$ cat src/rtl/core/ndrl_pkg.sv
// Shared constants, action codes and the query token type for the display rectangle lookup.
`timescale 1ns / 1ps
`default_nettype none

package ndrl_pkg;

   localparam int MAX_DISPLAYS = 8;
   localparam int IDX_W        = 3;
   localparam int COORD_W      = 32;
   localparam int GAP_W        = 33;

   localparam logic [1:0] ACT_WRITE   = 2'd0;
   localparam logic [1:0] ACT_POINT   = 2'd1;
   localparam logic [1:0] ACT_PRIMARY = 2'd2;

   // Query token that walks the cell chain, carrying the best entry seen so far.
   typedef struct packed {
      logic             valid;
      logic             pmode;
      logic             found;
      logic [IDX_W-1:0] idx;
      logic [GAP_W-1:0] gap;
   } tok_type;

endpackage

`default_nettype wire

$ cat src/rtl/core/ndrl_cell.sv
// One table slot of the lookup chain: stored rectangle, gap unit and token stage.
`timescale 1ns / 1ps
`default_nettype none

module ndrl_cell import ndrl_pkg::*; (
   input  logic                      clock,
   input  logic                      reset,
   input  logic [IDX_W-1:0]          cell_id,
   input  logic                      wr_en,
   input  logic                      wr_present,
   input  logic                      wr_primary,
   input  logic signed [COORD_W-1:0] wr_left,
   input  logic signed [COORD_W-1:0] wr_top,
   input  logic signed [COORD_W-1:0] wr_right,
   input  logic signed [COORD_W-1:0] wr_bottom,
   input  logic signed [COORD_W-1:0] point_x,
   input  logic signed [COORD_W-1:0] point_y,
   input  tok_type                   tok_in,
   output tok_type                   tok_out
);

   logic signed [COORD_W-1:0] left_ff;
   logic signed [COORD_W-1:0] top_ff;
   logic signed [COORD_W:0]   last_x_ff;
   logic signed [COORD_W:0]   last_y_ff;
   logic signed [COORD_W:0]   last_x_in;
   logic signed [COORD_W:0]   last_y_in;
   logic                      present_ff;
   logic                      primary_ff;
   logic [GAP_W-1:0]          dx;
   logic [GAP_W-1:0]          dy;
   logic [GAP_W-1:0]          gap_in;
   logic [GAP_W-1:0]          gap_ff;
   logic                      take;
   tok_type                   tok_in_next;
   tok_type                   tok_ff;

   // Distance of v outside the span from lo up to last, zero when within it.
   function automatic logic [GAP_W-1:0] span_gap(input logic signed [COORD_W-1:0] lo,
                                                  input logic signed [COORD_W:0]   last,
                                                  input logic signed [COORD_W-1:0] v);
      logic signed [COORD_W+1:0] lo_e;
      logic signed [COORD_W+1:0] last_e;
      logic signed [COORD_W+1:0] v_e;
      logic signed [COORD_W+1:0] d_lo;
      logic signed [COORD_W+1:0] d_hi;
      logic [GAP_W-1:0]          res;
      lo_e   = {{2{lo[COORD_W-1]}}, lo};
      last_e = {last[COORD_W], last};
      v_e    = {{2{v[COORD_W-1]}}, v};
      d_lo   = lo_e - v_e;
      d_hi   = v_e - last_e;
      if (v_e < lo_e) begin
         res = d_lo[GAP_W-1:0];
      end else if (v_e > last_e) begin
         res = d_hi[GAP_W-1:0];
      end else begin
         res = '0;
      end
      return res;
   endfunction

   // The exclusive right and bottom edges are kept as their last covered column and row.
   assign last_x_in = {wr_right[COORD_W-1], wr_right} - (COORD_W+1)'(1);
   assign last_y_in = {wr_bottom[COORD_W-1], wr_bottom} - (COORD_W+1)'(1);

   always_ff @(posedge clock) begin
      if (wr_en) begin
         left_ff   <= wr_left;
         top_ff    <= wr_top;
         last_x_ff <= last_x_in;
         last_y_ff <= last_y_in;
      end
   end

   always_ff @(posedge clock) begin
      if (reset) begin
         present_ff <= 1'b0;
         primary_ff <= 1'b0;
      end else if (wr_en) begin
         present_ff <= wr_present;
         primary_ff <= wr_primary;
      end
   end

   // The gap is registered every cycle from the held query point.
   always_comb begin
      dx     = span_gap(left_ff, last_x_ff, point_x);
      dy     = span_gap(top_ff, last_y_ff, point_y);
      gap_in = (dx > dy) ? dx : dy;
   end

   always_ff @(posedge clock) begin
      gap_ff <= gap_in;
   end

   always_comb begin
      if (tok_in.pmode) begin
         take = tok_in.valid && present_ff && primary_ff && !tok_in.found;
      end else begin
         take = tok_in.valid && present_ff && (!tok_in.found || (gap_ff < tok_in.gap));
      end
      tok_in_next = tok_in;
      if (take) begin
         tok_in_next.found = 1'b1;
         tok_in_next.idx   = cell_id;
         tok_in_next.gap   = gap_ff;
      end
   end

   always_ff @(posedge clock) begin
      if (reset) begin
         tok_ff <= '0;
      end else begin
         tok_ff <= tok_in_next;
      end
   end

   assign tok_out = tok_ff;

endmodule

`default_nettype wire
$ cat config.mk
export PLATFORM = sky130hd
export DESIGN_NAME = ndrl_cell
export DESIGN_NICKNAME = d
export VERILOG_FILES = /design/src/rtl/core/ndrl_pkg.sv /design/src/rtl/core/ndrl_cell.sv
export SDC_FILE = /design/constraint.sdc
export NUM_CORES = 1
export LEC_CHECK = 0
export BUFFER_PORTS_ARGS = -buffer_cell sky130_fd_sc_hd__buf_2
export CORE_MARGIN = 4
export CORE_UTILIZATION = 45
export CTS_CLUSTER_SIZE = 16
export DETAILED_ROUTE_END_ITERATION = 16
export PLACE_DENSITY = 0.77
export SLEW_MARGIN = 40
export SYNTH_ARGS = -nofsm -noshare
export SYNTH_HDL_FRONTEND = slang
export SYNTH_SLANG_ARGS = --single-unit
$ cat constraint.sdc
create_clock -name clock -period 5.8 [get_ports clock]
set_input_delay 0.29 -clock clock [delete_from_list [all_inputs] [get_ports clock]]
set_output_delay 0.29 -clock clock [all_outputs]
set_load 0.02 [all_outputs]
==> results_dict.tcl <==
set metrics [dict create \
    pwr-share-seq 0.311 \
    cts_max_level 1 \
    port_buffers 277 \
    drt-initial-drc-count 1508 \
    antenna_found_initial 3 \
    ant_nets 0 \
    max_stage_delay_ns 0.41 \
    synth_edf_count 130 \
    period_minus_slack_ns 5.510 \
    arrival_ns 5.93 \
    netlist.area_leader.share 0.2173 \
    insertion_delay_ns 0.55 \
    min_path_type "primary input to register" \
    critPathMaxFanout 16 \
    dieArea_sq_um 43170 \
    peakVddDrop_mv 0.2306 \
    grt_first_pass_wirelength_um 90670 \
    wl_um 58020 \
    p_per_area_nw_per_um2 290.8 \
    tritoncts "done" \
    postSynthCellCount 2063 \
    clockRootBuffer "clkbuf_16" \
    ys_seq_area_frac 0.2998 \
    rsz0062_at_grt "no" \
    place_hpwl_um 47570 \
    internal_power_w 0.003956 \
    num_vias 16949 \
    cts_buffers 25 \
    globalplace.congestion 0.9746 \
    finalClockSkew_ns 0.01619 \
    pwr-share-clk 0.245 \
    cp_top_family "compound AO/OA/AOI/OAI gates" \
    chipHeight_um 207.8 \
    setup_viol 0 \
    leakagePower_nw 10.58 \
    path_common_cell "a21o_1" \
    post_cts_buffers 0 \
    grt_usage 0.2557 \
    cts_buffer_depth 3 \
    wl_per_cell_um 19.48 \
    io_pins 278 \
    p_comb_frac 0.444 \
    num_rows 72 \
    crit_path_end_kind "register" \
    synth_top_flop_cell "edfxtp_1" \
    layout-drive-gt1-share 0.1822 \
    synth_async_sr_flop_share 0 \
    hold_violations 0 \
    finalMaxSlewViolations 0 \
    clkTransAtPathRegs_ns 0.06 \
    syn_area_sq_um 17960 \
    die_x_um 207.8 \
    synthesis.nets 2504 \
    synth_cell_types 86 \
    fmax_mhz 181.5 \
    drc 0 \
    status "finished clean" \
    yosysWarnings 0 \
    crit_type "register to register" \
    holdWs_ns 0.01574 \
    syn_avg_cell_area_sq_um 8.706 \
    synth_top_area_cell "edfxtp_1" \
    synth.area.top_cells "edfxtp_1, ha_1, dfxtp_1, inv_1, a21oi_1" \
    grt_pass1_vias 16562 \
    start_util 0.4594 \
    core_sq_um 39100 \
    crit_chain "ha_1 -> inv_1 -> fa_1 -> a211oi_1 -> o21ai_1 -> a2111oi_2 -> buf_4 -> nor4_1 -> o2111ai_1 -> a21oi_1 -> or3_1 -> a32oi_2 -> ha_1 -> a21o_1 -> a21o_1 -> a21oi_1 -> o21ai_0 -> a21o_1 -> a221oi_2 -> a31oi_4 -> buf_8 -> buf_16 -> mux2_2" \
    stdcell_area_sq_um 21940 \
    critPathRequiredTime_ns 6.22 \
    cap_viol_max_count 0 \
    tightestPinTransition_ns 0.7044 \
    finalCritPeriodShare 0.9500 \
    syn_to_final_growth_pct 22.15 \
    fin_nets 2881 \
    critPathBufInv 4 \
    swShare 0.3800 \
    grt-ovfl-total 0 \
    start_kind "register" \
    p_sw_w 0.002425 \
    ys_seq_elements 204 \
    worst_path_max_delay_cell "fa_1" \
    dr.pass1.iters 5 \
    place_area_sq_um 20350 \
    relSlewSlack 0.5304 \
    cts.sinks 204 \
    viasPerCell 5.691 \
    grt_max_degree 78 \
]
## worst reg2reg max path: stages, from the launching register on
cell and delay [ns]:
edfxtp_1 0.39, ha_1 0.20, inv_1 0.06, fa_1 0.41
a211oi_1 0.31, o21ai_1 0.18, a2111oi_2 0.38, buf_4 0.19
nor4_1 0.09, o2111ai_1 0.26, a21oi_1 0.11, or3_1 0.33
a32oi_2 0.28, ha_1 0.30, a21o_1 0.20, a21o_1 0.17
a21oi_1 0.13, o21ai_0 0.10, a21o_1 0.19, a221oi_2 0.29
a31oi_4 0.12, buf_8 0.23, buf_16 0.17, mux2_2 0.29
## power groups by stage
| stage | Combinational [W] | Clock (W) | Sequential (W) |
|---|---|---|---|
| CTS | 0.00278 | 0.00159 | 0.00198 |
| detailed placement | 0.00273 | 0 | 0.00201 |
| floorplan | 0.00183 | 0 | 0.00191 |
| global route | 0.00312 | 0.00165 | 0.00200 |
| finish | 0.00283 | 0.00156 | 0.00199 |
| global placement | 0.00260 | 0 | 0.00200 |
## area by class of cell
class	count	area [sq um]
Clock inverter	13	102.6
Fill cell	3581	17160
Clock buffer	33	715.7
Inverter	245	919.6
Timing Repair Buffer	411	2629
Multi-Input combinational cell	1553	11540
Sequential cell	204	5385
Antenna cell	1	2.502
Tap cell	518	648.1
## cells in the final DEF, fill, tap and decap left out, types with 10 or more instances in the layout
master / instances
a22o_1: 18
o21ai_1: 17
and2_1: 16
nand3_1: 62
a21oi_1: 140
a21o_1: 87
mux2i_1: 55
nand2_1: 104
o22ai_1: 10
nor2_1: 95
o31ai_1: 13
ha_1: 198
dfxtp_1: 74
xnor2_1: 72
nor2b_1: 15
clkbuf_16: 25
dlygate4sd3_1: 70
and3_1: 18
a31oi_1: 21
a21boi_0: 11
xor2_1: 75
nor3_1: 47
o21bai_1: 21
o21ai_0: 89
buf_2: 275
inv_1: 244
or3_1: 16
mux2_2: 23
nand2b_1: 90
a211oi_1: 19
o211ai_1: 11
nand4_1: 28
o21a_1: 18
edfxtp_1: 130
buf_4: 61
## sequential cells by signal, indices dropped and copies added (netlist names)
register	flops
left_ff	32
top_ff	32
primary_ff	1
last_x_ff	33
last_y_ff	33
present_ff	1
tok_out	39
gap_ff	33
## synth_stat cells (18+ instances only)
cell type	number
nor2_1	96
a21o_1	87
nor3_1	47
nand4_1	28
ha_1	198
o21ai_0	89
edfxtp_1	130
a31oi_1	22
xnor2_1	72
nand3_1	62
nand2_1	104
xor2_1	75
o21bai_1	21
mux2_2	23
a21oi_1	142
nand2b_1	90
and3_1	18
mux2i_1	55
inv_1	244
clkbuf_1	57
o21a_1	18
dfxtp_1	74
a211oi_1	21
a22o_1	18
## kinds of logic after synthesis
logic type,Yosys count,share of synthesized area
buf+inv,306,0.06409
xor+xnor,147,0.07168
simple gates,552,0.1652
mux,78,0.04507
flops,204,0.2998
compound gates,574,0.2117
fa+ha+maj,202,0.1424
## metal layers
metal | share of wire | track usage
met1 | 0.45 | 0.3560
met2 | 0.46 | 0.4224
met3 | 0.061 | 0.03370
met5 | 0.00047 | 0
met4 | 0.029 | 0.06455
## through the flow
stage,TNS (ns),cells,worst slack (ns),utilization,total power [W]
finish,0,2978,0.2900,0.5612,0.006381
global route,0,2978,0.02736,0.5612,0.006770
CTS,0,2977,0.07412,0.5594,0.006352
detailed placement,0,2861,0.05941,0.5206,0.004736
global placement,-0.3343,2859,-0.01703,0.5193,0.004607
floorplan,0,2063,0.7208,-,0.003741
## timing repair
item | CTS | global route
resized for setup | 0 | 13
endpoints found under the setup margin | 0 | 29
hold endpoints to repair | 70 | 0
hold buffers | 70 | 0
## path summary, 6_finish.rpt
path | startpoint | to | slack, ns | depth (start not counted)
worst min-delay path | tok_in[34] | tok_out[34] | 0.02 | 3
worst max register to register | last_y_ff[0] | gap_ff[7] | 0.29 | 23
worst max-delay path | last_y_ff[0] | gap_ff[7] | 0.29 | 23
worst min register to register | gap_ff[30] | tok_out[30] | 0.50 | 2
(Power assumes the default switching activity.)
